`src/rtl/core/awps_pkg.sv`:
```
// ----------------------------------------------------------------------------
// awps_pkg
// Shared types and constants for the agent waypoint stepper: field widths,
// request codes, the stored waypoint record and the sequencer states.
// ----------------------------------------------------------------------------
package awps_pkg;

  // Field widths of the request and result payloads
  localparam int COORD_W = 16;
  localparam int RAD_W   = 15;

  // Request type codes
  localparam logic REQ_ADD  = 1'b0;
  localparam logic REQ_TICK = 1'b1;

  // One waypoint as held in the ring memory
  typedef struct packed {
    logic signed [COORD_W-1:0] x;
    logic signed [COORD_W-1:0] y;
    logic        [RAD_W-1:0]   r;
  } waypoint_t;

  // Sequencer states
  typedef enum logic [2:0] {
    ST_IDLE,
    ST_REACH_SQ,
    ST_REACH_CMP,
    ST_STEP_SQ,
    ST_STEP_CMP,
    ST_DONE
  } state_t;

  // Magnitude of a difference of two coordinates; always fits COORD_W bits
  function automatic logic [COORD_W-1:0] mag_of(input logic signed [COORD_W:0] d);
    logic signed [COORD_W:0] m;
    m = d[COORD_W] ? -d : d;
    return m[COORD_W-1:0];
  endfunction

endpackage

```
`src/rtl/core/awps_if.sv`:
```
// ----------------------------------------------------------------------------
// awps_in_if / awps_out_if
// Valid/ready channels for the agent waypoint stepper: requests in, results
// out.
// ----------------------------------------------------------------------------
interface awps_in_if;
  logic                                valid;
  logic                                ready;
  logic                                req_type;
  logic signed [awps_pkg::COORD_W-1:0] pos_x;
  logic signed [awps_pkg::COORD_W-1:0] pos_y;
  logic signed [awps_pkg::COORD_W-1:0] wp_x;
  logic signed [awps_pkg::COORD_W-1:0] wp_y;
  logic        [awps_pkg::RAD_W-1:0]   wp_radius;

  modport source (output valid, req_type, pos_x, pos_y, wp_x, wp_y, wp_radius,
                  input ready);
  modport sink   (input valid, req_type, pos_x, pos_y, wp_x, wp_y, wp_radius,
                  output ready);
endinterface

interface awps_out_if;
  logic                                valid;
  logic                                ready;
  logic signed [awps_pkg::COORD_W-1:0] desired_x;
  logic signed [awps_pkg::COORD_W-1:0] desired_y;
  logic                                has_target;
  logic signed [awps_pkg::COORD_W-1:0] target_x;
  logic signed [awps_pkg::COORD_W-1:0] target_y;
  logic        [awps_pkg::RAD_W-1:0]   target_radius;
  logic                                add_dropped;

  modport source (output valid, desired_x, desired_y, has_target, target_x,
                  target_y, target_radius, add_dropped, input ready);
  modport sink   (input valid, desired_x, desired_y, has_target, target_x,
                  target_y, target_radius, add_dropped, output ready);
endinterface

```
`src/rtl/core/agent_waypoint_step.sv`:
```
// ----------------------------------------------------------------------------
// agent_waypoint_step
// Waypoint follower for one agent: a ring of waypoints in RAM, a current
// destination, and a one-cell step toward it on each tick request.
//
//   channel  dir  handshake            payload
//   in_ch    in   valid/ready          req_type, pos_x/y, wp_x/y, wp_radius
//   out_ch   out  valid/ready          desired_x/y, has_target, target_x/y,
//                                      target_radius, add_dropped
//
// An add request goes from accept straight to the output load; a tick
// passes through the squaring of the distance, the arrival compare with
// ring rotation, squaring toward the new destination, the step compare and
// the output load. The ring RAM read is issued at the accept edge. One request
// is in flight at a time; the next is taken the cycle after the result is
// loaded into the output register. Reset is synchronous and clears the ring
// pointers, the destination and the desired position; ring contents are not
// cleared. A stalled result holds the block in its final state.
// ----------------------------------------------------------------------------
module agent_waypoint_step #(
  parameter int RING_DEPTH = 16
) (
  input  logic            clk,
  input  logic            rst_n,
  awps_in_if.sink         in_ch,
  awps_out_if.source      out_ch
);

  localparam int IDX_W = (RING_DEPTH > 1) ? $clog2(RING_DEPTH) : 1;
  localparam int CNT_W = $clog2(RING_DEPTH + 1);
  localparam int SUM_W = CNT_W + 1;
  localparam int CW    = awps_pkg::COORD_W;
  localparam int RW    = awps_pkg::RAD_W;

  awps_pkg::state_t state_r, state_nxt;

  logic [IDX_W-1:0]    head_r;
  logic [CNT_W-1:0]    count_r;
  logic                tgt_valid_r;
  awps_pkg::waypoint_t tgt_r;
  logic signed [CW-1:0] des_x_r, des_y_r;
  logic signed [CW-1:0] pos_x_r, pos_y_r;
  logic                drop_r;
  logic [2*CW-1:0]     sq_x_r, sq_y_r;
  logic [2*RW-1:0]     sq_r_r;

  logic                out_valid_r;
  logic signed [CW-1:0] out_des_x_r, out_des_y_r, out_tgt_x_r, out_tgt_y_r;
  logic                out_has_r, out_drop_r;
  logic [RW-1:0]       out_rad_r;

  // Sequencer strobes
  logic in_acc, do_add, do_rotate, ld_sq, ld_step, ld_out;

  // Ring memory port signals
  logic                ram_wr_en, ram_rd_en;
  logic [IDX_W-1:0]    ram_wr_addr;
  awps_pkg::waypoint_t ram_wr_data, ram_rd_data;

  logic                ring_full, reached;
  logic [SUM_W-1:0]    tail_sum, tail_wrap;
  logic [IDX_W-1:0]    tail_idx, head_inc;
  logic signed [CW:0]  dx, dy;
  logic [2*CW:0]       dist_sq;
  logic [2*CW+1:0]     sq_x3, sq_y3;
  logic signed [CW-1:0] step_x, step_y;

  // Ring pointer arithmetic
  assign ring_full = (count_r == CNT_W'(RING_DEPTH));
  assign tail_sum  = SUM_W'(head_r) + SUM_W'(count_r);
  assign tail_wrap = (tail_sum >= SUM_W'(RING_DEPTH)) ? tail_sum - SUM_W'(RING_DEPTH)
                                                      : tail_sum;
  assign tail_idx  = tail_wrap[IDX_W-1:0];
  assign head_inc  = (head_r == IDX_W'(RING_DEPTH - 1)) ? '0 : head_r + 1'b1;

  // Distance to the current destination
  assign dx = (CW+1)'(tgt_r.x) - (CW+1)'(pos_x_r);
  assign dy = (CW+1)'(tgt_r.y) - (CW+1)'(pos_y_r);

  // Arrival test and step decision on the registered squares
  assign dist_sq = (2*CW+1)'(sq_x_r) + (2*CW+1)'(sq_y_r);
  assign reached = tgt_valid_r && (dist_sq < (2*CW+1)'(sq_r_r));
  assign sq_x3   = (2*CW+2)'({sq_x_r, 1'b0}) + (2*CW+2)'(sq_x_r);
  assign sq_y3   = (2*CW+2)'({sq_y_r, 1'b0}) + (2*CW+2)'(sq_y_r);
  assign step_x  = (dx == '0 || sq_x3 <= (2*CW+2)'(sq_y_r)) ? '0 :
                   (dx[CW] ? '1 : CW'(1));
  assign step_y  = (dy == '0 || sq_y3 <= (2*CW+2)'(sq_x_r)) ? '0 :
                   (dy[CW] ? '1 : CW'(1));

  // Next state and strobes
  always_comb begin
    state_nxt = state_r;
    in_acc    = 1'b0;
    do_add    = 1'b0;
    do_rotate = 1'b0;
    ld_sq     = 1'b0;
    ld_step   = 1'b0;
    ld_out    = 1'b0;
    unique case (state_r)
      awps_pkg::ST_IDLE: begin
        if (in_ch.valid) begin
          in_acc = 1'b1;
          if (in_ch.req_type == awps_pkg::REQ_TICK) begin
            state_nxt = awps_pkg::ST_REACH_SQ;
          end else begin
            do_add    = !ring_full;
            state_nxt = awps_pkg::ST_DONE;
          end
        end
      end
      awps_pkg::ST_REACH_SQ: begin
        ld_sq     = 1'b1;
        state_nxt = awps_pkg::ST_REACH_CMP;
      end
      awps_pkg::ST_REACH_CMP: begin
        do_rotate = (reached || !tgt_valid_r) && (count_r != '0);
        state_nxt = awps_pkg::ST_STEP_SQ;
      end
      awps_pkg::ST_STEP_SQ: begin
        ld_sq     = 1'b1;
        state_nxt = awps_pkg::ST_STEP_CMP;
      end
      awps_pkg::ST_STEP_CMP: begin
        ld_step   = 1'b1;
        state_nxt = awps_pkg::ST_DONE;
      end
      awps_pkg::ST_DONE: begin
        if (!out_valid_r || out_ch.ready) begin
          ld_out    = 1'b1;
          state_nxt = awps_pkg::ST_IDLE;
        end
      end
      default: state_nxt = awps_pkg::ST_IDLE;
    endcase
  end

  // Ring memory access: read the front on every accepted request, write on add
  // or when a reached destination goes to the back. The read is taken at the
  // accept edge; an add writes at that same edge but never uses the read data,
  // and a tick writes only in ST_REACH_CMP, so no forwarding is needed.
  assign ram_rd_en   = in_acc;
  assign ram_wr_en   = do_add || (do_rotate && tgt_valid_r);
  assign ram_wr_addr = tail_idx;
  always_comb begin
    if (do_add) begin
      ram_wr_data = '{x: in_ch.wp_x, y: in_ch.wp_y, r: in_ch.wp_radius};
    end else begin
      ram_wr_data = tgt_r;
    end
  end

  awps_ram #(
    .WIDTH ($bits(awps_pkg::waypoint_t)),
    .DEPTH (RING_DEPTH)
  ) u_ring (
    .clk     (clk),
    .wr_en   (ram_wr_en),
    .wr_addr (ram_wr_addr),
    .wr_data (ram_wr_data),
    .rd_en   (ram_rd_en),
    .rd_addr (head_r),
    .rd_data (ram_rd_data)
  );

  // State register
  always_ff @(posedge clk) begin
    if (!rst_n) begin
      state_r <= awps_pkg::ST_IDLE;
    end else begin
      state_r <= state_nxt;
    end
  end

  // Ring pointers, destination and desired position
  always_ff @(posedge clk) begin
    if (!rst_n) begin
      head_r      <= '0;
      count_r     <= '0;
      tgt_valid_r <= 1'b0;
      tgt_r       <= '0;
      des_x_r     <= '0;
      des_y_r     <= '0;
      drop_r      <= 1'b0;
    end else begin
      if (in_acc) begin
        drop_r <= (in_ch.req_type == awps_pkg::REQ_ADD) && ring_full;
      end
      if (do_add) begin
        count_r <= count_r + 1'b1;
      end
      if (do_rotate) begin
        tgt_r       <= ram_rd_data;
        tgt_valid_r <= 1'b1;
        head_r      <= head_inc;
        if (!tgt_valid_r) begin
          count_r <= count_r - 1'b1;
        end
      end
      if (ld_step && tgt_valid_r) begin
        des_x_r <= pos_x_r + step_x;
        des_y_r <= pos_y_r + step_y;
      end
    end
  end

  // Capture position and square the distances
  always_ff @(posedge clk) begin
    if (in_acc) begin
      pos_x_r <= in_ch.pos_x;
      pos_y_r <= in_ch.pos_y;
    end
    if (ld_sq) begin
      sq_x_r <= (2*CW)'(awps_pkg::mag_of(dx)) * (2*CW)'(awps_pkg::mag_of(dx));
      sq_y_r <= (2*CW)'(awps_pkg::mag_of(dy)) * (2*CW)'(awps_pkg::mag_of(dy));
      sq_r_r <= (2*RW)'(tgt_r.r) * (2*RW)'(tgt_r.r);
    end
  end

  // Output register
  always_ff @(posedge clk) begin
    if (!rst_n) begin
      out_valid_r <= 1'b0;
    end else if (ld_out) begin
      out_valid_r <= 1'b1;
    end else if (out_ch.ready) begin
      out_valid_r <= 1'b0;
    end
  end

  always_ff @(posedge clk) begin
    if (ld_out) begin
      out_des_x_r <= des_x_r;
      out_des_y_r <= des_y_r;
      out_has_r   <= tgt_valid_r;
      out_tgt_x_r <= tgt_valid_r ? tgt_r.x : '0;
      out_tgt_y_r <= tgt_valid_r ? tgt_r.y : '0;
      out_rad_r   <= tgt_valid_r ? tgt_r.r : '0;
      out_drop_r  <= drop_r;
    end
  end

  assign in_ch.ready          = (state_r == awps_pkg::ST_IDLE);
  assign out_ch.valid         = out_valid_r;
  assign out_ch.desired_x     = out_des_x_r;
  assign out_ch.desired_y     = out_des_y_r;
  assign out_ch.has_target    = out_has_r;
  assign out_ch.target_x      = out_tgt_x_r;
  assign out_ch.target_y      = out_tgt_y_r;
  assign out_ch.target_radius = out_rad_r;
  assign out_ch.add_dropped   = out_drop_r;

  // Checks
  a_count_bound: assert property (@(posedge clk) disable iff (!rst_n)
    count_r <= CNT_W'(RING_DEPTH))
    else $error("ring count beyond depth");

  a_tgt_sticky: assert property (@(posedge clk) disable iff (!rst_n)
    !$fell(tgt_valid_r))
    else $error("destination lost");

  a_drop_full: assert property (@(posedge clk) disable iff (!rst_n)
    (state_r == awps_pkg::ST_DONE && drop_r) |-> ring_full)
    else $error("add dropped with room in ring");

  a_out_from_done: assert property (@(posedge clk) disable iff (!rst_n)
    ld_out |=> (out_valid_r && state_r == awps_pkg::ST_IDLE))
    else $error("result load out of sequence");

endmodule

```
`src/rtl/core/awps_ram.sv`:
```
// ----------------------------------------------------------------------------
// awps_ram
// Generic single-write, single-read synchronous RAM with registered read data.
// ----------------------------------------------------------------------------
module awps_ram #(
  parameter int WIDTH = 8,
  parameter int DEPTH = 16
) (
  input  logic                     clk,
  input  logic                     wr_en,
  input  logic [$clog2(DEPTH)-1:0] wr_addr,
  input  logic [WIDTH-1:0]         wr_data,
  input  logic                     rd_en,
  input  logic [$clog2(DEPTH)-1:0] rd_addr,
  output logic [WIDTH-1:0]         rd_data
);

  logic [WIDTH-1:0] mem [DEPTH];

  // Write port
  always_ff @(posedge clk) begin
    if (wr_en) begin
      mem[wr_addr] <= wr_data;
    end
  end

  // Registered read port
  always_ff @(posedge clk) begin
    if (rd_en) begin
      rd_data <= mem[rd_addr];
    end
  end

endmodule

```
`src/flat_wrapper.sv`:
```
// flat-port wrapper written by rule: the top's interface ports become plain ports
module agent_waypoint_step_flat 
#(
  parameter int RING_DEPTH = 16
)
  (clk, rst_n, in_ch_valid, in_ch_req_type, in_ch_pos_x, in_ch_pos_y, in_ch_wp_x, in_ch_wp_y, in_ch_wp_radius, in_ch_ready, out_ch_valid, out_ch_desired_x, out_ch_desired_y, out_ch_has_target, out_ch_target_x, out_ch_target_y, out_ch_target_radius, out_ch_add_dropped, out_ch_ready);
  awps_in_if in_ch_i ();
  awps_out_if out_ch_i ();
  input  logic clk;
  input  logic rst_n;
  input wire logic [$bits(in_ch_i.valid)-1:0] in_ch_valid;
  input wire logic [$bits(in_ch_i.req_type)-1:0] in_ch_req_type;
  input wire logic [$bits(in_ch_i.pos_x)-1:0] in_ch_pos_x;
  input wire logic [$bits(in_ch_i.pos_y)-1:0] in_ch_pos_y;
  input wire logic [$bits(in_ch_i.wp_x)-1:0] in_ch_wp_x;
  input wire logic [$bits(in_ch_i.wp_y)-1:0] in_ch_wp_y;
  input wire logic [$bits(in_ch_i.wp_radius)-1:0] in_ch_wp_radius;
  output wire logic [$bits(in_ch_i.ready)-1:0] in_ch_ready;
  output wire logic [$bits(out_ch_i.valid)-1:0] out_ch_valid;
  output wire logic [$bits(out_ch_i.desired_x)-1:0] out_ch_desired_x;
  output wire logic [$bits(out_ch_i.desired_y)-1:0] out_ch_desired_y;
  output wire logic [$bits(out_ch_i.has_target)-1:0] out_ch_has_target;
  output wire logic [$bits(out_ch_i.target_x)-1:0] out_ch_target_x;
  output wire logic [$bits(out_ch_i.target_y)-1:0] out_ch_target_y;
  output wire logic [$bits(out_ch_i.target_radius)-1:0] out_ch_target_radius;
  output wire logic [$bits(out_ch_i.add_dropped)-1:0] out_ch_add_dropped;
  input wire logic [$bits(out_ch_i.ready)-1:0] out_ch_ready;
  assign in_ch_i.valid = in_ch_valid;
  assign in_ch_i.req_type = in_ch_req_type;
  assign in_ch_i.pos_x = in_ch_pos_x;
  assign in_ch_i.pos_y = in_ch_pos_y;
  assign in_ch_i.wp_x = in_ch_wp_x;
  assign in_ch_i.wp_y = in_ch_wp_y;
  assign in_ch_i.wp_radius = in_ch_wp_radius;
  assign in_ch_ready = in_ch_i.ready;
  assign out_ch_valid = out_ch_i.valid;
  assign out_ch_desired_x = out_ch_i.desired_x;
  assign out_ch_desired_y = out_ch_i.desired_y;
  assign out_ch_has_target = out_ch_i.has_target;
  assign out_ch_target_x = out_ch_i.target_x;
  assign out_ch_target_y = out_ch_i.target_y;
  assign out_ch_target_radius = out_ch_i.target_radius;
  assign out_ch_add_dropped = out_ch_i.add_dropped;
  assign out_ch_i.ready = out_ch_ready;
  agent_waypoint_step #(.RING_DEPTH(RING_DEPTH)) u_core (.clk(clk), .rst_n(rst_n), .in_ch(in_ch_i), .out_ch(out_ch_i));
endmodule
```
`config.mk`:
```
export PLATFORM = sky130hd
export DESIGN_NAME = agent_waypoint_step_flat
export DESIGN_NICKNAME = d
export VERILOG_FILES = /design/src/rtl/core/awps_pkg.sv /design/src/rtl/core/awps_if.sv /design/src/rtl/core/agent_waypoint_step.sv /design/src/rtl/core/awps_ram.sv /design/src/flat_wrapper.sv
export SDC_FILE = /design/constraint.sdc
export NUM_CORES = 2
export LEC_CHECK = 0
export BUFFER_PORTS_ARGS = -buffer_cell sky130_fd_sc_hd__buf_2
export CAP_MARGIN = 0
export CORE_ASPECT_RATIO = 0.75
export CORE_MARGIN = 2
export CORE_UTILIZATION = 40
export DETAILED_ROUTE_END_ITERATION = 7
export GPL_ROUTABILITY_DRIVEN = 1
export PLACE_DENSITY = 0.55
export SLEW_MARGIN = 5
export SYNTH_ARGS = -nofsm -noshare
export SYNTH_HDL_FRONTEND = slang
export SYNTH_SLANG_ARGS = --single-unit
```
`constraint.sdc`:
```
create_clock -name clk -period 12.6 [get_ports clk]
set_clock_uncertainty 0.2 [all_clocks]
set_input_delay 0 -clock clk [delete_from_list [all_inputs] [get_ports clk]]
set_output_delay 0 -clock clk [all_outputs]
set_load 0.01 [all_outputs]
```
== Yosys cells after proc, flatten, opt, wreduce, memory -nomap -nowiden ==
Memory sizes are Yosys's and may differ from the RTL's. A register that Yosys moved wholly into a read port is not among the register bits.
Cells that the tools add are included.
Word-level totals
  register bits after elaboration: 301
  bits in writable memories: 752
  input bits: 84
  output and inout bits: 83
  logic and storage cells: 105
  memories: 1
Memory list
  u_core.u_ring.mem: depth 16, width 47, rd ports 1, clocked after memory_dff 1, write ports 1, line awps_ram.sv:18  | logic [WIDTH-1:0] mem [DEPTH];
Operators by class
  $add $sub $neg: 14
  $mul: 3
  magnitude comparators: 4
  equal/unequal tests: 9
  mux-type cells: 30
  bitwise operators: 1
  reduce and logical (&&, ||, !) cells: 20
Operators with widths (number)
  16-bit 2-to-1 mux: 6
  33-bit by 32-bit adder with 34-bit output: 2
  34-bit by 32-bit less-or-equal comparator with 1-bit output: 2
  16-bit by 16-bit multiplier with 32-bit output: 2
  47-bit 2-to-1 mux: 1
  17-bit zero test: 2
  16-bit by 16-bit subtractor with 17-bit output: 2
  32-bit by 32-bit adder with 33-bit output: 1
  33-bit by 30-bit < comparator with 1-bit output: 1
  16-bit adder: 2
  16-bit negation: 2
  15-bit by 15-bit multiplier with 30-bit output: 1
  3-bit one-hot mux with 6 select lines: 1
  5-bit 2-to-1 mux: 3
  1-bit 2-to-1 mux: 14
  3-bit 2-to-1 mux: 3
  4-bit 2-to-1 mux: 2
  4-bit by 5-bit adder with 6-bit output: 1
  3-bit by 2-bit equality test with 1-bit output, second input constant: 2
  3-bit equality test, second input constant: 2
  6-bit by 5-bit greater-or-equal comparator with 1-bit output, second input constant: 1
  5-bit by 1-bit adder with 5-bit output, second input constant: 1
  5-bit equality test, second input constant: 1
  1-bit logical AND: 5
  other kinds (15): 21

== Depth between registers and ports, before layout ==
  depth after elaboration: 10
  depth in mapped cells: 41
  mapped depth without buffers: 40

== By module ==
Synthesis repeated with hierarchy kept, for this count alone.
Second synthesis, totals
  cells, all modules: 5590
  area total of the unflattened synthesis: 69942.1 µm²
By module, submodules not included
  agent_waypoint_step: times used 1, cells an instance 4373, area each 40341.2 µm², sequential area each 8007.7 µm²
  awps_ram: times used 1, cells an instance 1217, area each 29600.9 µm², sequential area each 23993.0 µm²

== Least setup slack after synthesis ==
No wires, ideal clock.
  path kind: register -> register
  start point: register u_core.tgt_r[15] (netlist bit)
  end point: register u_core.sq_y_r[31], data pin
  library setup time: 268 ps
  arrival: 8807 ps
  required time: 12132 ps
  path slack: 3326 ps
  cell stages (with the launch flop): 38
  path buffers: 0
  clock period less this slack: 9274 ps
  path through: dfxtp_1 -> inv_1 -> ha_1 -> inv_1 -> fa_1 -> a211oi_1 -> o21a_1 -> o31ai_1 -> o41ai_1 -> nand2b_1 -> a31oi_4 -> nor2_1 -> xor2_1 -> inv_2 -> nand2_1 -> inv_1 -> fa_1 -> inv_1 -> (+2 left out) -> fa_1 -> inv_1 -> fa_1 -> fa_1 -> fa_1 -> inv_1 -> ha_1 -> and3_4 -> and3_1 -> a21bo_2 -> o21ai_1 -> a21oi_1 -> a211o_1 -> a221oi_2 -> o21ai_1 -> a41o_1 -> o41ai_1 -> xnor2_1
On the way
  word-level cells in the longest chain between the ends: 4
Ends and longest elaborated chain
  start, declared: line agent_waypoint_step.sv:40  | awps_pkg::waypoint_t tgt_r;
  start signal, assigned: line agent_waypoint_step.sv:192  | tgt_r <= ram_rd_data;
  16-bit by 16-bit subtractor with 17-bit output (*): line agent_waypoint_step.sv:78  | assign dy = (CW+1)'(tgt_r.y) - (CW+1)'(pos_y_r);
  16-bit negation: line awps_pkg.sv:36  | m = d[COORD_W] ? -d : d;
  16-bit 2-to-1 mux (*): line awps_pkg.sv:36
  16-bit by 16-bit multiplier with 32-bit output (*): line agent_waypoint_step.sv:214  | sq_y_r <= (2*CW)'(awps_pkg::mag_of(dy)) * (2*CW)'(awps_pkg::mag_of(dy));
  end signal, assigned: line agent_waypoint_step.sv:214
  end, declared: line agent_waypoint_step.sv:44  | logic [2*CW-1:0] sq_x_r, sq_y_r;
Every way passes the cells marked *; elsewhere a longest branch is shown, timed or not.
A chain may end at the register's enable or synchronous reset.

== Final worst setup path ==
Same ends and word-level chain as after synthesis.

==> metrics.cfg <==
[outcome]
status = finished, final reports clean

[logic_synthesis]
synth_area_leaders = edfxtp_1, fa_1, ha_1
synth.cell_area_mm2 = 0.07002
yosysWarningCount = 0
ys_types = 105
ys_ff_latch = 1097
syn_inst = 5410
netlist_top_cells_count = edfxtp_1, inv_1, ha_1
async_reset_ff_share_pct = 0
synth_seq_area_share_pct = 45.70
synth-edff-count = 1003
yosysTopAreaCell = edfxtp_1
synth_most_common_cell = edfxtp_1
postSynthAreaPerCell_um2 = 12.94
synthFlopType = edfxtp_1
yosysTopAreaCellShare_pct = 43.01

[timing]
maxSlewViolCount = 0
tightest_slew_ns = 1.241
setup_viol_count_final = 0
slew_headroom_pct = 16.69
rsz0062_at_grt = false
period_minus_slack_ns = 10.51
fin_crit_sh_pct = 83.42
fin_tns_setup_ns = 0
hold_violations = 0
fmax_ghz = 0.09514

[worst_hold_path]
hp-class = in -> reg
hold_depth = 5

[place]
io_buffers = 166
place_hpwl_mm = 123.3
gp_congestion = 0.8657

[clocking]
cts_sinks = 1097
cts_tree = done
clk_latency_ns = 0.81
cts-htree-levels = 3
cts_resized = 0
numCtsBuffers = 114
clk_transition_reported_paths_ns = 0.06
clock_path_buffers = 3
cts_root_buffer = clkbuf_16

[route]
vias = 42600
wl_mm = 179.8
viasPerCell = 5.240
drcViolationCount = 0
firstDrtPassIters = 7
ant_nets = 0
wl_per_cell_um = 22.12
first_iter_violations = 3165

[die]
io_pins = 167
dieArea_mm2 = 0.1785
start_util_pct = 40.42
die_w_um = 487.1
core_mm2 = 0.1733
die_y_um = 366.3
fp-row-count = 132

[worst_setup_path]
worst_r2r_path_depth = 33
cp-end-kind = flop
worstSetupStartpointType = flop
cp.arrival_ns = 10.78
cp_data_required_time_ns = 12.87
cpMostUsedCell = fa_1
max_stage_delay_ns = 0.55
worst-setup-path-type = reg -> reg
worstPathMaxFanout = 18
cp_slowest_cell = xor2_1

[flow_run]
drv_cap = 0

[final_layout]
multi_input_area_mm2 = 0.03452
regArea_mm2 = 0.03202
area_growth_pct = 12.97
nNetsFinal = 6836
n_fill_cell = 15370
drive_gt1_share_pct = 13.68

[global_routing]
grt_pass1_vias = 43760
grt_max_degree = 155
antenna_found_initial = 15
grt_use_total_pct = 20.28
grt_pass1_wl_mm = 274.7
globalRouteOverflowTotal = 0

==> sequential cells by signal, indices dropped and copies added (netlist names), 29 cells and up <==
name                   cells
u_core.u_ring.rd_data     47
u_core.u_ring.mem        752
u_core.sq_y_r             31
u_core.tgt_r              47
u_core.sq_r_r             29
u_core.sq_x_r             31
==> metrics by stage <==
stage	setup slack [ns]	utilization (%)	cell area [um^2]	instances	hold slack [ns]
after global routing	1.514	45.66	79100	8128	0.05245
after global placement	2.481	42.65	73890	7790	-0.01782
after CTS	2.145	45.65	79090	8125	0.01975
after floorplan	3.326	-	70030	5411	-0.1011
after detailed placement	2.272	42.65	73890	7790	-0.01817
final	2.089	45.66	79100	8130	0.08673
==> metal layers <==
metal,up-vias,share of wire [%],track usage [%]
li1,19690,-,-
met1,21740,46,29.19
met2,969,47,33.03
met3,195,4.6,2.414
met4,10,2.0,4.288
met5,-,0.039,0
==> final timing paths <==
path,startpoint,end,slack (ns)
worst min-delay path,out_ch_ready,u_core.out_ch.valid,0.09
worst min register to register,u_core.des_x_r[6],u_core.out_ch.desired_x[6],0.23
worst max-delay path,u_core.tgt_r[15],u_core.sq_y_r[31],2.09
worst max register to register,u_core.tgt_r[15],u_core.sq_y_r[31],2.09
==> kinds of logic after synthesis <==
logic type	synth area share, %
AOI/OAI and AO/OA	6.511
adders and majority gates	22.99
other	0.005355
muxes	8.931
xor gates and xnor gates	3.322
and+or+nand+nor	7.312
buffers and inverters	5.226
DFF	45.70
==> cell usage in the layout, fill, tap and decap left out, types with 21 or more instances in the layout <==
master,n
dlygate4sd3_1,118
and2_1,107
nor2b_1,49
nand3_1,37
mux2i_1,51
clkbuf_1,22
mux4_2,235
a21oi_1,222
buf_4,69
inv_1,809
nand4_1,30
nor2_1,373
a211oi_1,21
dfxtp_1,89
o21ai_0,96
fa_1,468
nand2_1,279
o21a_1,44
buf_2,166
xor2_1,70
edfxtp_1,1003
o21bai_1,35
clkbuf_16,114
mux2_2,40
nor3_1,57
ha_1,538
a21o_1,99
xnor2_1,170
nand2b_1,39
==> what timing repair did <==
| item | 4_1_cts | 5_1_grt |
|---|---|---|
| setup endpoints to repair | 0 | 0 |
| hold buffers | 118 | 0 |
| setup buffers | 0 | 0 |
| endpoints found under the hold margin | 863 | 0 |
==> critical path, delay by kind of cell, from the launching register on <==
kind | cells | cell delay, ns
xor gates and xnor gates | 2 | 0.67
AOI/OAI and AO/OA | 14 | 3.67
adders and majority gates | 9 | 3.85
and+or+nand+nor | 4 | 0.80
DFF | 1 | 0.31
buffers and inverters | 4 | 0.65
==> area by class of cell <==
| cell class | count | share of cell area [%] |
|---|---|---|
| Multi-Input combinational cell | 3351 | 43.64 |
| Sequential cell | 1097 | 40.47 |
| Clock buffer | 149 | 3.937 |
| Inverter | 827 | 3.931 |
| Tap cell | 2278 | 3.603 |
| Timing Repair Buffer | 355 | 3.249 |
| Clock inverter | 68 | 1.147 |
| Antenna cell | 5 | 0.01582 |
Power is left out: the tool's default activity adds up to more than one toggle a clock period on the data nets, which glitch-free logic cannot reach.
